## src/hdl/blpd_pkg.sv

```systemverilog
// shared types, register codes and constants of the long-press level detector
// no dependencies
package blpd_pkg;

	localparam int TimeW = 32;
	localparam int LevelW = 3;
	localparam int FreqW = 12;
	localparam int NumThresholds = 7;
	localparam int RegIndexW = 3;
	localparam int BuzzStepHz = 400;

	typedef enum logic [RegIndexW-1:0] {
		REG_PRESS_POL = 3'd0,
		REG_THRESHOLD_1 = 3'd1,
		REG_THRESHOLD_2 = 3'd2,
		REG_THRESHOLD_3 = 3'd3,
		REG_THRESHOLD_4 = 3'd4,
		REG_THRESHOLD_5 = 3'd5,
		REG_THRESHOLD_6 = 3'd6,
		REG_THRESHOLD_7 = 3'd7
	} blpd_reg_e;

	// entry 0 belongs to level 1
	localparam logic [NumThresholds-1:0][TimeW-1:0] ThresholdReset = {
		32'd8000, 32'd5000, 32'd4000, 32'd3000, 32'd2000, 32'd1000, 32'd500
	};

	typedef struct packed {
		logic press_pol;
		logic [NumThresholds-1:0][TimeW-1:0] threshold;
	} blpd_cfg_t;

	// buzzer tone for a level; the buzzer duration is not output
	function automatic logic [FreqW-1:0] buzz_freq(input logic [LevelW-1:0] lvl);
		logic [FreqW-1:0] f;
		f = FreqW'(BuzzStepHz * int'(lvl));
		return f;
	endfunction

endpackage

```

## src/hdl/blpd_ifs.sv

```systemverilog
// valid/ready channel interfaces for pin samples and detector results
// no dependencies
interface blpd_sample_if;
	logic valid;
	logic ready;
	logic pin_level;
	logic [31:0] time_ms;

	modport source(output valid, output pin_level, output time_ms, input ready);
	modport sink(input valid, input pin_level, input time_ms, output ready);
endinterface

interface blpd_result_if;
	logic valid;
	logic ready;
	logic is_pressed;
	logic changed;
	logic released;
	logic [2:0] press_level;
	logic level_raised;
	logic buzz_request;
	logic [11:0] buzz_freq_hz;

	modport source(output valid, output is_pressed, output changed, output released,
		output press_level, output level_raised, output buzz_request,
		output buzz_freq_hz, input ready);
	modport sink(input valid, input is_pressed, input changed, input released,
		input press_level, input level_raised, input buzz_request,
		input buzz_freq_hz, output ready);
endinterface

```

## src/hdl/blpd_cfg_regs.sv

```systemverilog
// configuration registers: active level and the seven hold thresholds
// depends on blpd_pkg
module blpd_cfg_regs
	import blpd_pkg::*;
(
	input  logic                 clk,
	input  logic                 arst_n,
	input  logic                 wr_en,
	input  logic [RegIndexW-1:0] wr_index,
	input  logic [TimeW-1:0]     wr_data,
	output blpd_cfg_t            cfg
);

	blpd_cfg_t cfg_q;

	always_ff @(posedge clk or negedge arst_n) begin
		if (!arst_n) begin
			cfg_q.press_pol <= 1'b0;
			cfg_q.threshold <= ThresholdReset;
		end else if (wr_en) begin
			if (wr_index == REG_PRESS_POL) begin
				cfg_q.press_pol <= wr_data[0];
			end else begin
				cfg_q.threshold[wr_index - 3'd1] <= wr_data;
			end
		end
	end

	assign cfg = cfg_q;

endmodule

```

## src/hdl/blpd_level_pick.sv

```systemverilog
// elapsed hold time and threshold compare with priority pick of the highest level
// depends on blpd_pkg
module blpd_level_pick
	import blpd_pkg::*;
#(
	parameter int NUM_LEVELS = 8
) (
	input  logic [TimeW-1:0]  now,
	input  logic [TimeW-1:0]  start,
	input  blpd_cfg_t         cfg,
	output logic [LevelW-1:0] level
);

	localparam int Clamped = (NUM_LEVELS < 2) ? 2 : ((NUM_LEVELS > 8) ? 8 : NUM_LEVELS);
	localparam int TopLevel = Clamped - 1;

	logic [TimeW-1:0] elapsed;

	// wraps modulo 2^32
	assign elapsed = now - start;

	// ascending scan, so the highest level that is met wins
	always_comb begin
		level = '0;
		for (int j = 1; j <= TopLevel; j++) begin
			if (elapsed >= cfg.threshold[j-1]) begin
				level = LevelW'(j);
			end
		end
	end

endmodule

```

## src/hdl/button_long_press_level_detector_top.sv

```systemverilog
// Button long-press level detector, top level.
// Depends on blpd_pkg, blpd_ifs, blpd_cfg_regs and blpd_level_pick.
//
// sample channel (sink): pin_level and a wrapping millisecond timestamp time_ms.
// result channel (source): is_pressed, changed, released, press_level,
//   level_raised, buzz_request and buzz_freq_hz (400 Hz per level, 0 with no request).
// wr_en/wr_index/wr_data write the active level (index 0) and thresholds 1..7;
//   write them only while no result is outstanding.
// Latency: the result of a sample is valid in the cycle after its transfer.
// Throughput: one sample per cycle unless the receiver stalls. All work is one
//   combinational pass (a 32-bit subtract, seven parallel compares and a priority
//   pick) into the result register. On a stall the result register holds and the
//   sample side still takes a new item in the cycle the held result is taken.
// Reset clears the previous sample, the press start time and the held level to
//   zero and loads the threshold defaults; there is no clearing pass.
module button_long_press_level_detector_top
	import blpd_pkg::*;
#(
	parameter int NUM_LEVELS = 8
) (
	input  logic                 clk,
	input  logic                 arst_n,
	blpd_sample_if.sink          sample,
	blpd_result_if.source        result,
	input  logic                 wr_en,
	input  logic [RegIndexW-1:0] wr_index,
	input  logic [TimeW-1:0]     wr_data
);

	blpd_cfg_t cfg;
	logic [LevelW-1:0] pick_level;

	logic accept;
	logic pressed;
	logic changed;
	logic raised;
	logic [LevelW-1:0] next_level;

	logic prev_sample_q;
	logic [TimeW-1:0] press_start_q;
	logic [LevelW-1:0] held_level_q;

	logic out_valid_q;
	logic is_pressed_q;
	logic changed_q;
	logic released_q;
	logic [LevelW-1:0] press_level_q;
	logic raised_q;
	logic request_q;
	logic [FreqW-1:0] freq_q;

	blpd_cfg_regs u_cfg (
		.clk      (clk),
		.arst_n   (arst_n),
		.wr_en    (wr_en),
		.wr_index (wr_index),
		.wr_data  (wr_data),
		.cfg      (cfg)
	);

	blpd_level_pick #(
		.NUM_LEVELS (NUM_LEVELS)
	) u_pick (
		.now   (sample.time_ms),
		.start (press_start_q),
		.cfg   (cfg),
		.level (pick_level)
	);

	assign sample.ready = !out_valid_q || result.ready;
	assign accept = sample.valid && sample.ready;

	always_comb begin
		pressed = (sample.pin_level == cfg.press_pol);
		changed = (sample.pin_level != prev_sample_q);
		raised = 1'b0;
		next_level = held_level_q;
		if (changed) begin
			if (pressed) begin
				next_level = '0;
			end
		end else if (pressed && (pick_level > held_level_q)) begin
			next_level = pick_level;
			raised = 1'b1;
		end
	end

	always_ff @(posedge clk or negedge arst_n) begin
		if (!arst_n) begin
			prev_sample_q <= 1'b0;
			press_start_q <= '0;
			held_level_q <= '0;
			out_valid_q <= 1'b0;
		end else begin
			if (accept) begin
				prev_sample_q <= sample.pin_level;
				held_level_q <= next_level;
				out_valid_q <= 1'b1;
				if (changed && pressed) begin
					press_start_q <= sample.time_ms;
				end
			end else if (result.ready) begin
				out_valid_q <= 1'b0;
			end
		end
	end

	// result payload, loaded only on a sample transfer
	always_ff @(posedge clk) begin
		if (accept) begin
			is_pressed_q <= pressed;
			changed_q <= changed;
			released_q <= changed && !pressed;
			press_level_q <= next_level;
			raised_q <= raised;
			request_q <= raised && (next_level != '0);
			freq_q <= (raised && (next_level != '0)) ? buzz_freq(next_level) : '0;
		end
	end

	assign result.valid = out_valid_q;
	assign result.is_pressed = is_pressed_q;
	assign result.changed = changed_q;
	assign result.released = released_q;
	assign result.press_level = press_level_q;
	assign result.level_raised = raised_q;
	assign result.buzz_request = request_q;
	assign result.buzz_freq_hz = freq_q;

endmodule

```

## src/flat_wrapper.sv

```systemverilog
// flat-port wrapper written by rule: the top's interface ports become plain ports
module button_long_press_level_detector_top_flat import blpd_pkg::*;
#(
	parameter int NUM_LEVELS = 8
)
  (clk, arst_n, wr_en, wr_index, wr_data, sample_valid, sample_pin_level, sample_time_ms, sample_ready, result_valid, result_is_pressed, result_changed, result_released, result_press_level, result_level_raised, result_buzz_request, result_buzz_freq_hz, result_ready);
  blpd_sample_if sample_i ();
  blpd_result_if result_i ();
  input  logic clk;
  input  logic arst_n;
  input  logic wr_en;
  input  logic [RegIndexW-1:0] wr_index;
  input  logic [TimeW-1:0] wr_data;
  input wire logic [$bits(sample_i.valid)-1:0] sample_valid;
  input wire logic [$bits(sample_i.pin_level)-1:0] sample_pin_level;
  input wire logic [$bits(sample_i.time_ms)-1:0] sample_time_ms;
  output wire logic [$bits(sample_i.ready)-1:0] sample_ready;
  output wire logic [$bits(result_i.valid)-1:0] result_valid;
  output wire logic [$bits(result_i.is_pressed)-1:0] result_is_pressed;
  output wire logic [$bits(result_i.changed)-1:0] result_changed;
  output wire logic [$bits(result_i.released)-1:0] result_released;
  output wire logic [$bits(result_i.press_level)-1:0] result_press_level;
  output wire logic [$bits(result_i.level_raised)-1:0] result_level_raised;
  output wire logic [$bits(result_i.buzz_request)-1:0] result_buzz_request;
  output wire logic [$bits(result_i.buzz_freq_hz)-1:0] result_buzz_freq_hz;
  input wire logic [$bits(result_i.ready)-1:0] result_ready;
  assign sample_i.valid = sample_valid;
  assign sample_i.pin_level = sample_pin_level;
  assign sample_i.time_ms = sample_time_ms;
  assign sample_ready = sample_i.ready;
  assign result_valid = result_i.valid;
  assign result_is_pressed = result_i.is_pressed;
  assign result_changed = result_i.changed;
  assign result_released = result_i.released;
  assign result_press_level = result_i.press_level;
  assign result_level_raised = result_i.level_raised;
  assign result_buzz_request = result_i.buzz_request;
  assign result_buzz_freq_hz = result_i.buzz_freq_hz;
  assign result_i.ready = result_ready;
  button_long_press_level_detector_top #(.NUM_LEVELS(NUM_LEVELS)) u_core (.clk(clk), .arst_n(arst_n), .sample(sample_i), .result(result_i), .wr_en(wr_en), .wr_index(wr_index), .wr_data(wr_data));
endmodule
```

## config.mk

```make
export PLATFORM = sky130hd
export DESIGN_NAME = button_long_press_level_detector_top_flat
export DESIGN_NICKNAME = d
export VERILOG_FILES = /design/src/hdl/blpd_pkg.sv /design/src/hdl/blpd_ifs.sv /design/src/hdl/blpd_cfg_regs.sv /design/src/hdl/blpd_level_pick.sv /design/src/hdl/button_long_press_level_detector_top.sv /design/src/flat_wrapper.sv
export SDC_FILE = /design/constraint.sdc
export NUM_CORES = 1
export LEC_CHECK = 0
export BUFFER_PORTS_ARGS = -buffer_cell sky130_fd_sc_hd__buf_2
export CORE_AREA = 2 2 213 215
export DETAILED_ROUTE_END_ITERATION = 6
export DIE_AREA = 0 0 215 217
export GPL_ROUTABILITY_DRIVEN = 0
export PLACE_DENSITY = 0.57
export SYNTH_ARGS = -nofsm -noshare
export SYNTH_HDL_FRONTEND = slang
export SYNTH_SLANG_ARGS = --single-unit
```

## constraint.sdc

```tcl
create_clock -name clk -period 11.7 [get_ports clk]
set_clock_uncertainty 0.05 [all_clocks]
set_input_delay 0.585 -clock clk [delete_from_list [all_inputs] [get_ports clk]]
set_output_delay 0.585 -clock clk [all_outputs]
set_load 0.01 [all_outputs]
```

* Word level (Yosys, flattened, before mapping) *
Cells that the tools add are included.

storage, ports and cells
  register bits after elaboration = 282
  input bits = 73
  output and inout bits = 22
  word-level logic and storage cells = 68

operators by class
  $add $sub $neg = 2
  multiply operators = 1
  magnitude comparators = 10
  equality and inequality tests = 2
  mux-type cells = 17
  bitwise gates (word level) = 1
  reductions and logical operators = 15

operators with widths
  cell                                                                   number
  224-bit bitwise mux                                                    1
  32-bit >= comparator                                                   7
  32-bit demux with 3-bit select                                         1
  32-bit 2-to-1 mux                                                      1
  32-bit subtractor                                                      1
  3-bit 2-to-1 mux                                                       9
  5-bit by 3-bit multiplier with 8-bit output, first input constant      1
  1-bit logical AND                                                      6
  2-bit AND reduction                                                    3
  1-bit 2-to-1 mux                                                       5
  3-bit by 4-bit < comparator with 1-bit output, second input constant   1
  3-bit by 1-bit >= comparator with 1-bit output, second input constant  1
  3-bit greater-than comparator                                          1
  3-bit zero test                                                        1
  3-bit nonzero test                                                     1
  3-bit by 1-bit subtractor with 3-bit output, second input constant     1
  1-bit zero test                                                        2
  2-bit nonzero test                                                     1
  1-bit == test                                                          1
  1-bit logical OR                                                       1
  1-bit != test                                                          1
  1-bit inverter                                                         1

* Longest topological paths before layout *
  word-level depth = 15
  gate-level depth with buffers = 35
  gate-level depth less buffers = 35

* Modules after synthesis *
Synthesis repeated with hierarchy kept, for this count alone.

second synthesis, totals
  cells, all modules = 1630
  area, all modules = 17848.4 sq um

modules (own cells, without submodules)
  module                                instances  cells each  area each (sq um)  sequential area each (sq um)
  blpd_cfg_regs                         1          492         8506.9             5683.0
  blpd_level_pick                       1          984         7128.1             0.0
  button_long_press_level_detector_top  1          154         2213.4             1376.3

* Worst setup path after synthesis *
OpenSTA, ideal clock, no wires.

  path kind = input to register
  from = in sample_time_ms[0]
  to = reg u_core.freq_q[10], in the netlist u_core.result.buzz_freq_hz[10], data pin
  library setup time = 0.255 ns
  data arrival time = 6.602 ns
  required time = 11.395 ns
  slack = 4.793 ns
  cell stages on the path = 31
  buffers on the path = 1
  cell sequence = inv_1 ha_1 inv_1 fa_1 a21o_1 nand4_1 a211o_1 a311o_1 a21oi_2 nor4_4 o31ai_4 o21a_1 o31ai_1 ha_1 nand4_1 nor4_1 a221oi_1 o2111a_1 nand2_1 o31ai_2 ha_1 nand3_1 nand3_1 a21oi_1 clkbuf_1 nor2_1 a21o_1 ha_1 ha_1 ha_1 and2_1

on the way
  elaborated cells on any way between the ends = 24
  classes of those cells = 1 x add/sub; 1 x mul; 8 x order compare; 11 x mux; 3 x reduce/logical

RTL lines
  element                          RTL line                                     RTL
  start: declaration               flat_wrapper.sv:16                           input wire logic [$bits(sample_i.time_ms)-1:0] sample_time_ms;
  32-bit subtractor *              blpd_level_pick.sv:20                        assign elapsed = now - start;
  32-bit >= comparator             blpd_level_pick.sv:26                        if (elapsed >= cfg.threshold[j-1]) begin
  1-bit 2-to-1 mux                 blpd_level_pick.sv:26
  3-bit 2-to-1 mux (5 in a row)    blpd_level_pick.sv:26
  3-bit 2-to-1 mux *               blpd_level_pick.sv:26
  3-bit greater-than comparator *  button_long_press_level_detector_top.sv:82   end else if (pressed && (pick_level > held_level_q)) begin
  1-bit logical AND *              button_long_press_level_detector_top.sv:82
  1-bit 2-to-1 mux *               button_long_press_level_detector_top.sv:82
  1-bit 2-to-1 mux *               button_long_press_level_detector_top.sv:78   if (changed) begin
  named net u_core.raised          button_long_press_level_detector_top.sv:36   logic raised;
  1-bit logical AND *              button_long_press_level_detector_top.sv:117  freq_q <= (raised && (next_level != '0)) ? buzz_freq(next_level) : '0;
  end signal: assignment           button_long_press_level_detector_top.sv:117
  end: declaration                 button_long_press_level_detector_top.sv:50   logic [FreqW-1:0] freq_q;

The timed path passes the listed nets; every way through them passes the cells marked *.
A chain may end at the register's enable or synchronous reset.

* Final worst setup path *
  from = reg u_core.press_start_q[0]
  to = reg u_core.freq_q[10], in the netlist u_core.result.buzz_freq_hz[10], data pin

on the way
  word-level cells in the longest chain between the ends = 15
  elaborated cells on any way between the ends = 24
  classes of those cells = 1 x add/sub; 1 x mul; 8 x order compare; 11 x mux; 3 x reduce/logical

ends and longest elaborated chain
  element                                                                                              RTL line                                     RTL
  start: declaration                                                                                   button_long_press_level_detector_top.sv:40   logic [TimeW-1:0] press_start_q;
  start signal: assignment                                                                             button_long_press_level_detector_top.sv:100  press_start_q <= sample.time_ms;
  32-bit subtractor *                                                                                  blpd_level_pick.sv:20
  32-bit >= comparator                                                                                 blpd_level_pick.sv:26
  1-bit 2-to-1 mux                                                                                     blpd_level_pick.sv:26
  3-bit 2-to-1 mux (5 in a row)                                                                        blpd_level_pick.sv:26
  3-bit 2-to-1 mux *                                                                                   blpd_level_pick.sv:26
  3-bit greater-than comparator                                                                        button_long_press_level_detector_top.sv:82
  1-bit logical AND                                                                                    button_long_press_level_detector_top.sv:82
  3-bit 2-to-1 mux *                                                                                   button_long_press_level_detector_top.sv:82
  3-bit 2-to-1 mux *                                                                                   button_long_press_level_detector_top.sv:78
  named net u_core.next_level[2]                                                                       button_long_press_level_detector_top.sv:37   logic [LevelW-1:0] next_level;
  parallel branches: the longest is 2 deep, another holds 5-bit by 3-bit multiplier with 8-bit output  -

Mark *: on every way through the listed nets, which the timed path passes.

==> results.py <==
metrics = {
    "status": {
        "status": "finished clean",
    },
    "yosys": {
        "yosys.area_share.simple": 0.0907,
        "synth_compound_area_frac": 0.150,
        "synthMuxAreaShare": 0.0857,
        "seq_area_frac_synth": 0.401,
        "ys_ff_latch": 277,
        "synth_fa_ha_area_frac": 0.189,
        "avgSynthCellArea_um2": 9.91,
        "ys_async_sr_fraction": 0.946,
        "synthCells": 1776,
        "synth_xor_area_frac": 0.0149,
        "synth-edff-count": 15,
        "synth_top_family_by_area": "adder cells",
        "syn-cell-area_um2": 17600,
        "synth_ff_type": "dfrtp_1",
        "yosysUniqueCellTypes": 72,
        "yosysWarningCount": 0,
    },
    "final_layout": {
        "multi_input_area_um2": 9400,
        "ff_latch_area_um2": 7060,
        "area_growth_pct": 13.3,
        "design_area_um2": 19900,
        "nets": 2223,
        "final_layout_size_suffix_gt1_frac": 0.188,
        "fillers": 4374,
    },
    "worst_setup_path": {
        "cp_num_cells": 30,
        "cp.required_ps": 11940,
        "crit_top_cell": "ha_1",
        "path_delay_family": "compound AO/OA/AOI/OAI gates",
        "path_buf_inv": 1,
        "critPathKind": "reg -> reg",
        "critPathArrivalTime_ps": 8490,
        "reg2reg_to": "u_core.result.buzz_freq_hz[10]$_SDFFCE_PN0P_",
        "cp_slowest_cell": "xnor2_1",
        "r2r_start": "u_core.press_start_q[0]$_DFFE_PN0P_",
        "endpoint_kind": "register",
        "crit_start": "u_core.press_start_q[0]$_DFFE_PN0P_",
        "start_kind": "register",
        "critPathMaxStageDelay_ps": 910,
        "r2r_slack_ps": 3450,
        "reg2regPathDepth": 30,
        "crit_end": "u_core.result.buzz_freq_hz[10]$_SDFFCE_PN0P_",
        "critPathMaxFanout": 15,
    },
    "cts": {
        "cts-buffers-inserted": 35,
        "ctsRootBufferMaster": "clkbuf_16",
        "clock_latency_ps": 540,
        "cts_buffer_depth": 3,
        "clk_pin_slew_ps": 60,
        "ctsHtreeMaxLevel": 2,
        "cts_resized": 0,
        "cts_tree": "yes",
        "cts_sinks": 277,
        "postCtsSetupBuffers": 0,
        "cts_hold_buf": 0,
    },
    "global_routing": {
        "track_usage": 0.198,
        "grt_use_met1": 0.274,
        "grt_pass1_vias": 13100,
        "overflow": 0,
        "grt.busiest_layer": "met2",
        "met3_usage": 0.0264,
        "antenna_found_initial": 2,
        "grt_max_degree": 155,
        "grt_use_met2": 0.327,
        "grt_pass1_wl_um": 72500,
    },
    "timing": {
        "holdWs_ps": 22.5,
        "slew_headroom": 0.168,
        "min_period_ps": 8250,
        "worstMarginPinSlew_ps": 1240,
        "post-route-period-util": 0.705,
        "drv_slew": 0,
        "max_freq_mhz": 121,
        "tns_ps": 0,
        "hold_viol": 0,
        "rsz0062_at_grt": "false",
        "setup_viol": 0,
    },
    "detailed_routing": {
        "viasPerCell": 5.16,
        "ant_nets": 0,
        "drc": 0,
        "wirelength_um": 45000,
        "vias": 12900,
        "first_iter_violations": 657,
        "detail_route.wl_per_cell_um": 17.9,
        "first_pass_iters": 4,
    },
    "floorplan": {
        "die_w_um": 215,
        "core-area_um2": 44700,
        "num_rows": 78,
        "io_pins": 95,
        "initial_utilization": 0.394,
        "die_y_um": 217,
        "die-area_um2": 46700,
    },
    "placed_design": {
        "place_area_um2": 18900,
        "place_hpwl_um": 33000,
        "port_buffers": 90,
    },
    "power": {
        "p_total_w": 0.00663,
        "power-per-cell-area_nw_per_um2": 333,
        "leakagePower_nw": 9.75,
        "ir_drop_mv": 0.128,
    },
    "worst_hold_path": {
        "min_path_type": "in -> async",
    },
    "run": {
        "maxCapViolCount": 0,
    },
}
cell usage in the layout, fill, tap and decap left out, types with 5 or more instances in the layout:
master / n
dfstp_2: 42
nand3_1: 16
nor2_1: 44
nor3_1: 12
dfrtp_1: 220
o211ai_1: 10
a211oi_1: 8
a21o_1: 66
xnor2_1: 23
ha_1: 265
buf_4: 22
o31ai_1: 8
nor2b_1: 10
nand2_1: 168
o21a_1: 15
inv_1: 267
clkbuf_1: 10
and4_1: 7
edfxtp_1: 15
nand4_1: 31
clkbuf_16: 37
mux2_2: 134
and2_1: 10
xor2_1: 7
a221oi_1: 6
clkinv_2: 8
o21ai_0: 164
and3_1: 5
buf_2: 89
nand2b_1: 11
a31oi_1: 6
a21oi_1: 86
final cells by class:
type	instances	area share
multi-input combinational	1190	0.471
sequential	277	0.354
clock buffer	50	0.0504
inverter	267	0.0502
tap	600	0.0376
timing repair buffer	113	0.0324
clock inverter	12	0.00408
antenna	1	0.000125
cells by family after synthesis:
family | count (synthesis)
AOI/OAI and AO/OA | 421
and+or+nand+nor | 335
buffers and inverters | 312
DFF | 277
adders and majority gates | 266
muxes | 134
xor gates and xnor gates | 30
other | 1
per-layer routing:
metal	share of wire	vias to the layer above	wire (um)
met5	0.00029	-	13
met2	0.46	229	20600
met3	0.040	56	1810
li1	-	6389	-
met4	0.021	2	955
met1	0.48	6268	21600
report_power, final:
group	switching, W	total, W	internal [W]
Combinational	0.00245	0.00416	0.00172
Clock	0.000422	0.00104	0.000618
Sequential	0.000116	0.00143	0.00132
synth_stat cells (31+ instances only):
cell type | number | area [um^2]
a21o_1 | 66 | 495
a21oi_1 | 86 | 430
clkbuf_1 | 35 | 131
dfrtp_1 | 220 | 5510
dfstp_2 | 42 | 1100
ha_1 | 265 | 3320
inv_1 | 267 | 1000
mux2_2 | 134 | 1510
nand2_1 | 169 | 634
nand4_1 | 31 | 194
nor2_1 | 44 | 165
o21ai_0 | 164 | 821
metrics by stage:
step	util	setup WS, ps	std cells
2_1_floorplan	-	4790	1779
3_3_place_gp	0.422	3270	2447
3_5_place_dp	0.422	3140	2447
4_1_cts	0.446	3460	2509
5_1_grt	0.446	2820	2510
6_report	0.446	3450	2510
registers in the layout, indices dropped and copies added, names as in the netlist:
name                        cells
u_core.u_cfg.cfg              225
u_core.press_start_q           32
u_core.result.buzz_freq_hz      7
u_core.held_level_q             3
u_core.result.press_level       3
u_core.prev_sample_q            1
u_core.result.buzz_request      1
u_core.result.changed           1
u_core.result.is_pressed        1
u_core.result.level_raised      1
u_core.result.released          1
u_core.result.valid             1
worst min path at each step:
stage                                             start                                   to  depth (start not counted)
floorplan                                        arst_n   u_core.held_level_q[0]$_DFFE_PN0P_                          0
detailed placement  u_core.press_start_q[0]$_DFFE_PN0P_  u_core.press_start_q[0]$_DFFE_PN0P_                          2
CTS                                              arst_n  u_core.press_start_q[8]$_DFFE_PN0P_                          1
finish                                           arst_n  u_core.press_start_q[8]$_DFFE_PN0P_                          1
global route                                     arst_n  u_core.press_start_q[8]$_DFFE_PN0P_                          1
global placement    u_core.press_start_q[0]$_DFFE_PN0P_  u_core.press_start_q[0]$_DFFE_PN0P_                          2
No activity file was read; power rests on OpenSTA's default activity.
